==> src/blist_pkg.sv <==
// ----------------------------------------------------------------------------
// blist_pkg
// Shared widths, request codes and defaults for the bounded sequential list.
// ----------------------------------------------------------------------------
package blist_pkg;

  localparam int DATA_W       = 32;  // element width
  localparam int POS_W        = 7;   // position, found_at and count port width
  localparam int REQ_W        = 3;   // request code width
  localparam int CAPACITY_DEF = 64;  // default store depth

  typedef enum logic [REQ_W-1:0] {
    REQ_GET    = 3'd0,
    REQ_LOCATE = 3'd1,
    REQ_INSERT = 3'd2,
    REQ_APPEND = 3'd3,
    REQ_DELETE = 3'd4,
    REQ_CLEAR  = 3'd5
  } req_t;

endpackage

==> src/bounded_sequential_list.sv <==
// ----------------------------------------------------------------------------
// bounded_sequential_list
// Ordered list of signed 32-bit elements in a RAM of CAPACITY slots.
// ----------------------------------------------------------------------------
// Usage:
//   Input channel (in_valid/in_ready) carries one request transaction:
//   req_type (get, locate, insert, append, delete, clear), position, value.
//   Output channel (out_valid/out_ready) returns exactly one result
//   transaction per request: ok, read_value, found_at, count and flags.
//   One request is worked on at a time; in_ready is high only while the
//   sequencer is idle. All element traffic goes through the single RAM
//   read port and write port, one element per cycle.
//   Clear, append on a full list, failed range checks and unused codes go
//   straight to the result; append and insert at the tail write the value;
//   get reads one element; other inserts and delete shift the elements from
//   the position to the tail; locate scans up to count elements. Long
//   requests are bound by walking the store through the one RAM port pair.
//   A finished result sits in the output register; the next request is
//   accepted while it waits, and that request's result holds in the
//   sequencer until the receiver takes the earlier one.
//   Reset (rst_n low, synchronous) empties the list at once; the RAM is
//   not swept, since only slots below the count are ever read.
// ----------------------------------------------------------------------------
module bounded_sequential_list
  import blist_pkg::*;
#(
  parameter int CAPACITY = CAPACITY_DEF
) (
  input  logic                     clk,
  input  logic                     rst_n,
  // request channel
  input  logic                     in_valid,
  output logic                     in_ready,
  input  logic [REQ_W-1:0]         in_req_type,
  input  logic [POS_W-1:0]         in_position,
  input  logic signed [DATA_W-1:0] in_value,
  // result channel
  output logic                     out_valid,
  input  logic                     out_ready,
  output logic                     out_ok,
  output logic signed [DATA_W-1:0] out_read_value,
  output logic signed [POS_W-1:0]  out_found_at,
  output logic [POS_W-1:0]         out_count,
  output logic                     out_is_empty,
  output logic                     out_is_full
);

  localparam int ADDR_W = $clog2(CAPACITY);
  localparam int CNT_W  = $clog2(CAPACITY + 1);
  localparam int CMP_W  = (CNT_W > POS_W) ? CNT_W : POS_W;

  typedef enum logic [2:0] {
    S_IDLE,
    S_READ,
    S_SCAN,
    S_SHUP,
    S_SHDN,
    S_DRAIN,
    S_WRVAL,
    S_FINISH
  } state_t;

  // sequencer registers
  state_t                   state_r,     state_nxt;
  req_t                     op_r,        op_nxt;
  logic [DATA_W-1:0]        key_r,       key_nxt;
  logic [ADDR_W-1:0]        tgt_r,       tgt_nxt;
  logic [CNT_W-1:0]         src_r,       src_nxt;
  logic [CNT_W-1:0]         count_r,     count_nxt;
  logic                     mv_vld_r,    mv_vld_nxt;
  logic [ADDR_W-1:0]        mv_dst_r,    mv_dst_nxt;
  logic                     cap_r,       cap_nxt;
  logic                     chk_vld_r,   chk_vld_nxt;
  logic [CNT_W-1:0]         chk_idx_r,   chk_idx_nxt;
  logic                     ok_r,        ok_nxt;
  logic [DATA_W-1:0]        rdval_r,     rdval_nxt;
  logic [POS_W-1:0]         found_r,     found_nxt;

  // output register
  logic                     out_valid_r, out_valid_nxt;
  logic                     out_ok_r,    out_ok_nxt;
  logic [DATA_W-1:0]        out_rd_r,    out_rd_nxt;
  logic [POS_W-1:0]         out_found_r, out_found_nxt;
  logic [POS_W-1:0]         out_cnt_r,   out_cnt_nxt;
  logic                     out_emp_r,   out_emp_nxt;
  logic                     out_full_r,  out_full_nxt;

  // RAM port
  logic                     ram_we;
  logic [ADDR_W-1:0]        ram_waddr;
  logic [DATA_W-1:0]        ram_wdata;
  logic [ADDR_W-1:0]        ram_raddr;
  logic [DATA_W-1:0]        ram_rdata;

  logic [CMP_W-1:0]         pos_ext;
  logic [CMP_W-1:0]         cnt_ext;
  logic                     not_full;

  assign pos_ext  = CMP_W'(in_position);
  assign cnt_ext  = CMP_W'(count_r);
  assign not_full = (count_r != CNT_W'(CAPACITY));
  assign in_ready = (state_r == S_IDLE);

  blist_ram #(
    .WIDTH (DATA_W),
    .DEPTH (CAPACITY)
  ) u_ram (
    .clk   (clk),
    .we    (ram_we),
    .waddr (ram_waddr),
    .wdata (ram_wdata),
    .raddr (ram_raddr),
    .rdata (ram_rdata)
  );

  // Write port: a pending element move has the port, else the new value.
  always_comb begin
    ram_we    = 1'b0;
    ram_waddr = mv_dst_r;
    ram_wdata = ram_rdata;
    if (mv_vld_r) begin
      ram_we = 1'b1;
    end else if (state_r == S_WRVAL) begin
      ram_we    = 1'b1;
      ram_waddr = tgt_r;
      ram_wdata = key_r;
    end
  end

  always_comb begin
    state_nxt     = state_r;
    op_nxt        = op_r;
    key_nxt       = key_r;
    tgt_nxt       = tgt_r;
    src_nxt       = src_r;
    count_nxt     = count_r;
    mv_vld_nxt    = 1'b0;
    mv_dst_nxt    = mv_dst_r;
    cap_nxt       = 1'b0;
    chk_vld_nxt   = 1'b0;
    chk_idx_nxt   = chk_idx_r;
    ok_nxt        = ok_r;
    rdval_nxt     = rdval_r;
    found_nxt     = found_r;
    ram_raddr     = tgt_r;

    out_valid_nxt = out_valid_r && !out_ready;
    out_ok_nxt    = out_ok_r;
    out_rd_nxt    = out_rd_r;
    out_found_nxt = out_found_r;
    out_cnt_nxt   = out_cnt_r;
    out_emp_nxt   = out_emp_r;
    out_full_nxt  = out_full_r;

    // capture the element read for get and delete
    if (cap_r) begin
      rdval_nxt = ram_rdata;
    end

    unique case (state_r)
      S_IDLE: begin
        if (in_valid) begin
          op_nxt    = req_t'(in_req_type);
          key_nxt   = in_value;
          ok_nxt    = 1'b0;
          rdval_nxt = '0;
          found_nxt = '1;
          state_nxt = S_FINISH;
          unique case (in_req_type)
            REQ_GET: begin
              if (pos_ext < cnt_ext) begin
                ok_nxt    = 1'b1;
                tgt_nxt   = ADDR_W'(pos_ext);
                state_nxt = S_READ;
              end else begin
                rdval_nxt = '1;
              end
            end
            REQ_LOCATE: begin
              ok_nxt  = 1'b1;
              src_nxt = '0;
              if (count_r != '0) begin
                state_nxt = S_SCAN;
              end
            end
            REQ_INSERT: begin
              if (pos_ext <= cnt_ext && not_full) begin
                ok_nxt  = 1'b1;
                tgt_nxt = ADDR_W'(pos_ext);
                src_nxt = count_r - CNT_W'(1);
                if (pos_ext == cnt_ext) begin
                  state_nxt = S_WRVAL;
                end else begin
                  state_nxt = S_SHUP;
                end
              end
            end
            REQ_APPEND: begin
              if (not_full) begin
                ok_nxt    = 1'b1;
                tgt_nxt   = ADDR_W'(count_r);
                state_nxt = S_WRVAL;
              end
            end
            REQ_DELETE: begin
              if (pos_ext < cnt_ext) begin
                ok_nxt    = 1'b1;
                tgt_nxt   = ADDR_W'(pos_ext);
                src_nxt   = CNT_W'(pos_ext) + CNT_W'(1);
                state_nxt = S_READ;
              end else begin
                rdval_nxt = '1;
              end
            end
            REQ_CLEAR: begin
              ok_nxt    = 1'b1;
              count_nxt = '0;
            end
            default: begin
            end
          endcase
        end
      end

      S_READ: begin
        ram_raddr = tgt_r;
        cap_nxt   = 1'b1;
        if (op_r == REQ_GET) begin
          state_nxt = S_DRAIN;
        end else begin
          state_nxt = S_SHDN;
        end
      end

      S_SCAN: begin
        ram_raddr = ADDR_W'(src_r);
        if (chk_vld_r && ram_rdata == key_r) begin
          found_nxt = POS_W'(chk_idx_r);
          state_nxt = S_FINISH;
        end else if (chk_vld_r && chk_idx_r == count_r - CNT_W'(1)) begin
          state_nxt = S_FINISH;
        end else if (src_r < count_r) begin
          chk_vld_nxt = 1'b1;
          chk_idx_nxt = src_r;
          src_nxt     = src_r + CNT_W'(1);
        end
      end

      // move the tail up one slot, highest element first
      S_SHUP: begin
        ram_raddr  = ADDR_W'(src_r);
        mv_vld_nxt = 1'b1;
        mv_dst_nxt = ADDR_W'(src_r + CNT_W'(1));
        if (src_r == CNT_W'(tgt_r)) begin
          state_nxt = S_DRAIN;
        end else begin
          src_nxt = src_r - CNT_W'(1);
        end
      end

      // move the tail down one slot, lowest element first
      S_SHDN: begin
        ram_raddr = ADDR_W'(src_r);
        if (src_r < count_r) begin
          mv_vld_nxt = 1'b1;
          mv_dst_nxt = ADDR_W'(src_r - CNT_W'(1));
          src_nxt    = src_r + CNT_W'(1);
        end else begin
          state_nxt = S_DRAIN;
        end
      end

      S_DRAIN: begin
        if (op_r == REQ_INSERT) begin
          state_nxt = S_WRVAL;
        end else begin
          if (op_r == REQ_DELETE) begin
            count_nxt = count_r - CNT_W'(1);
          end
          state_nxt = S_FINISH;
        end
      end

      S_WRVAL: begin
        count_nxt = count_r + CNT_W'(1);
        state_nxt = S_FINISH;
      end

      S_FINISH: begin
        if (!out_valid_r || out_ready) begin
          out_valid_nxt = 1'b1;
          out_ok_nxt    = ok_r;
          out_rd_nxt    = rdval_r;
          out_found_nxt = found_r;
          out_cnt_nxt   = POS_W'(count_r);
          out_emp_nxt   = (count_r == '0);
          out_full_nxt  = !not_full;
          state_nxt     = S_IDLE;
        end
      end

      default: begin
        state_nxt = S_IDLE;
      end
    endcase
  end

  always_ff @(posedge clk) begin
    if (!rst_n) begin
      state_r     <= S_IDLE;
      count_r     <= '0;
      mv_vld_r    <= 1'b0;
      cap_r       <= 1'b0;
      chk_vld_r   <= 1'b0;
      out_valid_r <= 1'b0;
    end else begin
      state_r     <= state_nxt;
      count_r     <= count_nxt;
      mv_vld_r    <= mv_vld_nxt;
      cap_r       <= cap_nxt;
      chk_vld_r   <= chk_vld_nxt;
      out_valid_r <= out_valid_nxt;
    end
    op_r        <= op_nxt;
    key_r       <= key_nxt;
    tgt_r       <= tgt_nxt;
    src_r       <= src_nxt;
    mv_dst_r    <= mv_dst_nxt;
    chk_idx_r   <= chk_idx_nxt;
    ok_r        <= ok_nxt;
    rdval_r     <= rdval_nxt;
    found_r     <= found_nxt;
    out_ok_r    <= out_ok_nxt;
    out_rd_r    <= out_rd_nxt;
    out_found_r <= out_found_nxt;
    out_cnt_r   <= out_cnt_nxt;
    out_emp_r   <= out_emp_nxt;
    out_full_r  <= out_full_nxt;
  end

  assign out_valid      = out_valid_r;
  assign out_ok         = out_ok_r;
  assign out_read_value = out_rd_r;
  assign out_found_at   = out_found_r;
  assign out_count      = out_cnt_r;
  assign out_is_empty   = out_emp_r;
  assign out_is_full    = out_full_r;

endmodule

==> src/blist_ram.sv <==
// ----------------------------------------------------------------------------
// blist_ram
// Generic simple dual-port RAM: one write port, one read port, registered read.
// ----------------------------------------------------------------------------
module blist_ram #(
  parameter int WIDTH = 32,
  parameter int DEPTH = 64
) (
  input  logic                     clk,
  input  logic                     we,
  input  logic [$clog2(DEPTH)-1:0] waddr,
  input  logic [WIDTH-1:0]         wdata,
  input  logic [$clog2(DEPTH)-1:0] raddr,
  output logic [WIDTH-1:0]         rdata
);

  logic [WIDTH-1:0] mem [DEPTH];
  logic [WIDTH-1:0] rdata_r;

  always_ff @(posedge clk) begin
    if (we) begin
      mem[waddr] <= wdata;
    end
    rdata_r <= mem[raddr];
  end

  assign rdata = rdata_r;

endmodule

==> config.mk <==
export PLATFORM = sky130hd
export DESIGN_NAME = bounded_sequential_list
export DESIGN_NICKNAME = d
export VERILOG_FILES = /design/src/blist_pkg.sv /design/src/bounded_sequential_list.sv /design/src/blist_ram.sv
export SDC_FILE = /design/constraint.sdc
export NUM_CORES = 2
export LEC_CHECK = 0
export BUFFER_PORTS_ARGS = -buffer_cell sky130_fd_sc_hd__clkbuf_2
export CAP_MARGIN = 20
export CORE_MARGIN = 2
export CORE_UTILIZATION = 55
export CTS_BUF_LIST = sky130_fd_sc_hd__clkbuf_8 sky130_fd_sc_hd__clkbuf_16
export DETAILED_ROUTE_END_ITERATION = 6
export PLACE_DENSITY = 0.74
export SKIP_LAST_GASP = 1
export SYNTH_ARGS = -nofsm -noshare
export SYNTH_HDL_FRONTEND = slang
export SYNTH_SLANG_ARGS = --single-unit
==> constraint.sdc <==
create_clock -name clk -period 7.35 [get_ports clk]
set_input_delay 0.3675 -clock clk [delete_from_list [all_inputs] [get_ports clk]]
set_output_delay 0.3675 -clock clk [all_outputs]
set_load 0.02 [all_outputs]
==> impl_metrics.yaml <==
critical_path:
  crit_chain: "nor3b_2, o21ai_4, buf_12, nand2_8, buf_12, buf_4, a211oi_1, a311oi_1, o21ai_0, o2111ai_1, a211o_1"
  cp_common_cell: "buf_12"
  critical_path_class: "reg -> reg"
  critical-path-max-stage-delay_ns: 0.87
  crit_path_max_fanout: 117
  startpoint_type: "flop"
  worst-path-buf-inv: 3
  critPathArrivalTime_ns: 6.68
  crit_path_end_kind: "flop"
  r2r_start: "state_r[0]"
  crit_start: "state_r[0]"
  cp_data_required_time_ns: 8.10
  crit_family: "compound AO/OA/AOI/OAI gates"
  cpMaxStageDelayCell: "dfxtp_1"
timing:
  timing.final.hold_violations: 0
  setup-tns-final_ns: 0
  report.final.slew_viol_count: 0
  rsz0062_at_grt: "no"
  slew_headroom_pct: 12.5
  tightest_slew_ns: 1.30
  worst_slack_ns: 1.42
  fin_crit_sh_pct: 80.7
  skew_ns: 0.0695
  max_freq_mhz: 169
  period_minus_slack_ns: 5.93
  setup_viol_count_final: 0
global_routing:
  grt_pass1_wl_mm: 388
  grt.total_usage_pct: 32.2
  grt_max_degree: 157
  overflow: 0
  antenna_found_initial: 19
  grt_pass1_vias: 55200
clocking:
  cts_tree: "yes"
  cts-buffers-inserted: 213
  htree_levels: 4
  clk_latency_ns: 0.88
  clk_path_buf_depth: 3
  clk_pin_slew_worst_paths_ns: 0.06
  cts-root-buf: "clkbuf_16"
  clkSinkCount: 2244
  post_cts_resized: 0
run_status:
  violations: "DRC"
  status: "complete, but fails checks"
job:
  cap_violations: 0
finish:
  area_growth_pct: 12.4
  n_fill_cell: 11500
  final_core_util_pct: 62.0
  seq_area_um2: 66600
  multi_input_area_um2: 21400
  layout-drive-gt1-share_pct: 10.8
  fin_nets: 6681
  instances_no_fill: 8978
synth:
  yosysSeqAreaShare_pct: 74.4
  synth-main-ff-cell: "edfxtp_1"
  synth_nets: 6586
  yosys_warnings: 0
  netlist-cell-type-count: 68
  netlist_area_um2: 89500
  yosys_register_bits: 2244
  async_flop_share_pct: 0
  syn_inst: 6522
  syn_area_per_cell_um2: 13.7
  synth-edff-count: 2166
detailed_routing:
  routed-via-count: 59700
  drc: 4
  viasPerCell: 6.65
  wirelength_mm: 273
  antenna_left: 0
  firstDrtPassIters: 6
  drt_iter0_drc: 10600
  wire_per_inst_um: 30.4
floorplanning:
  core_um2: 162000
  row_count: 148
  dieArea_um2: 166000
  initial_core_util_pct: 55.2
  io-pin-count: 97
  fp.dieH_um: 407
  die_w_um: 407
placement:
  numPortBuffers: 96
  pre_cts_ws_ns: 1.76
  gp_congestion: 0.978
  dp_hpwl_mm: 156
  placed_cells: 8530
hold_path:
  hold_path.class: "in -> reg"
  worst_hold_startpoint: "in_valid"
power_and_ir_drop:
  leakagePower_nw: 34.3
  powerDensity_nw_per_um2: 450
  vdd_drop_max_mv: 0.372
-- registers in the layout, summed over array words and instances, names as in the netlist, 3 cells and up --
| name | flops |
|---|---|
| chk_idx_r | 7 |
| cnt_ext | 7 |
| found_r | 7 |
| key_r | 32 |
| mv_dst_r | 6 |
| op_r | 3 |
| out_count | 7 |
| out_found_at | 7 |
| out_read_value | 32 |
| rdval_r | 32 |
| src_r | 7 |
| state_r | 3 |
| tgt_r | 6 |
| u_ram.mem | 2048 |
| u_ram.rdata | 32 |
-- routing by layer --
metal	vias to the layer above	share of wire, %	track usage, %
met1	29100	34	42.1
met5	-	0.13	1.01
met4	18	7.2	20.2
met3	883	14	9.58
li1	25000	-	-
met2	4771	44	47.2
-- layout make-up --
type | count | area share (%)
diodes | 9 | 0.0224
repair buffers | 346 | 2.74
flip-flops and latches | 2244 | 66.2
clock buffers | 230 | 5.56
clock inverters | 162 | 1.36
well taps | 2175 | 2.71
multi-input cells | 3794 | 21.3
inverters | 18 | 0.0672
-- synthesized netlist by cell type, types with 10 or more instances --
cell       number  area, um^2
xnor2_1        41         359
clkbuf_1      252         946
a221oi_1       39         342
nor2_1        109         409
or3_1          18         113
nand3_1       432        2160
xor2_1         23         201
buf_2         162         811
and2_1         12        75.1
edfxtp_1     2166       65000
dfxtp_1        78        1560
o21ai_0       137         686
a211o_1        18         158
a21oi_1        99         495
o221ai_1       11        96.3
o22ai_1        14        87.6
a221o_1        22         220
a311oi_1      192        1680
a211oi_1      257        1930
a31oi_1       132         826
nand4_1        66         413
nor3_1         14        70.1
mux2i_1       121        1210
o2111ai_1      15         131
inv_1          18        67.6
nand2b_1       14        87.6
a32oi_1        22         193
ha_1           18         225
a22oi_1        12        90.1
buf_4          14         105
nor2b_1        10        62.6
and3_1        287        1800
buf_1          34         128
nand2_1      1574        5910
-- worst register-to-register path, stage by stage, from the launching register on --
cell and delay (ns):
dfxtp_1 0.87, nor3b_2 0.35, o21ai_4 0.33, buf_12 0.47, nand2_8 0.59, buf_12 0.47
buf_4 0.33, a211oi_1 0.29, a311oi_1 0.11, o21ai_0 0.85, o2111ai_1 0.72, a211o_1 0.43
-- power breakdown --
part	internal [mW]	switching, mW	total [mW]
registers	16.7	0.601	17.3
logic	4.02	13.0	17.1
clock network	6.13	4.76	10.9
-- logic make-up (layout without fill, tap and decap cells) --
logic type,Yosys count,in the layout,synth area share [%]
XOR/XNOR,67,67,0.702
buffers and inverters,484,756,2.35
multiplexers,121,121,1.35
flip-flops,2244,2244,74.4
AO/OA/AOI/OAI,1024,1024,8.25
AND/OR/NAND/NOR,2564,2564,12.6
other,0,9,0
adder cells (fa/ha/maj),18,18,0.252
-- path summary, 6_finish.rpt --
| path | slack [ns] | cells after the start | endpoint |
|---|---|---|---|
| max | 1.42 | 11 | u_ram.rdata[17] |
| min | 0.11 | 4 | rdval_r[21] |
| max reg2reg | 1.42 | 11 | u_ram.rdata[17] |
| min reg2reg | 0.42 | 0 | out_found_at[5] |
-- what timing repair did --
item / CTS / global route
hold buffers: 44 / 0
setup buffers: 0 / 0
endpoints found under the hold margin: 54 / 0
-- per-stage QoR --
| step | total power [mW] | area (um^2) | hold slack (ns) |
|---|---|---|---|
| 2_1_floorplan | 26.9 | 89500 | 0.400 |
| 3_3_place_gp | 33.3 | 92900 | 0.403 |
| 3_5_place_dp | 33.8 | 93100 | 0.405 |
| 4_1_cts | 44.5 | 101000 | 0.0624 |
| 5_1_grt | 46.4 | 101000 | 0.121 |
| 6_report | 45.3 | 101000 | 0.113 |
-- cells in the final DEF, fill, tap and decap left out, types with 14 or more instances in the layout --
cell type,instances
a21oi_1,98
nor2_1,37
a311oi_1,192
o22ai_1,14
nor2_4,65
clkinv_1,45
nand4_1,66
a221o_1,22
and3_1,287
buf_12,19
nand2_2,32
ha_1,18
dlygate4sd3_1,44
a32oi_1,22
a211oi_1,257
nand2b_1,14
o21ai_0,132
a221oi_1,39
inv_1,59
nand2_1,1539
clkinv_2,38
mux2i_1,121
xor2_1,23
clkbuf_16,215
a31oi_1,132
o2111ai_1,15
edfxtp_1,2166
nand3_1,432
dfxtp_1,77
a211o_1,18
buf_4,178
or3_1,17
xnor2_1,41
bufinv_16,19
clkbuf_8,15
clkbuf_2,97
No activity file was read; power rests on OpenSTA's default activity.
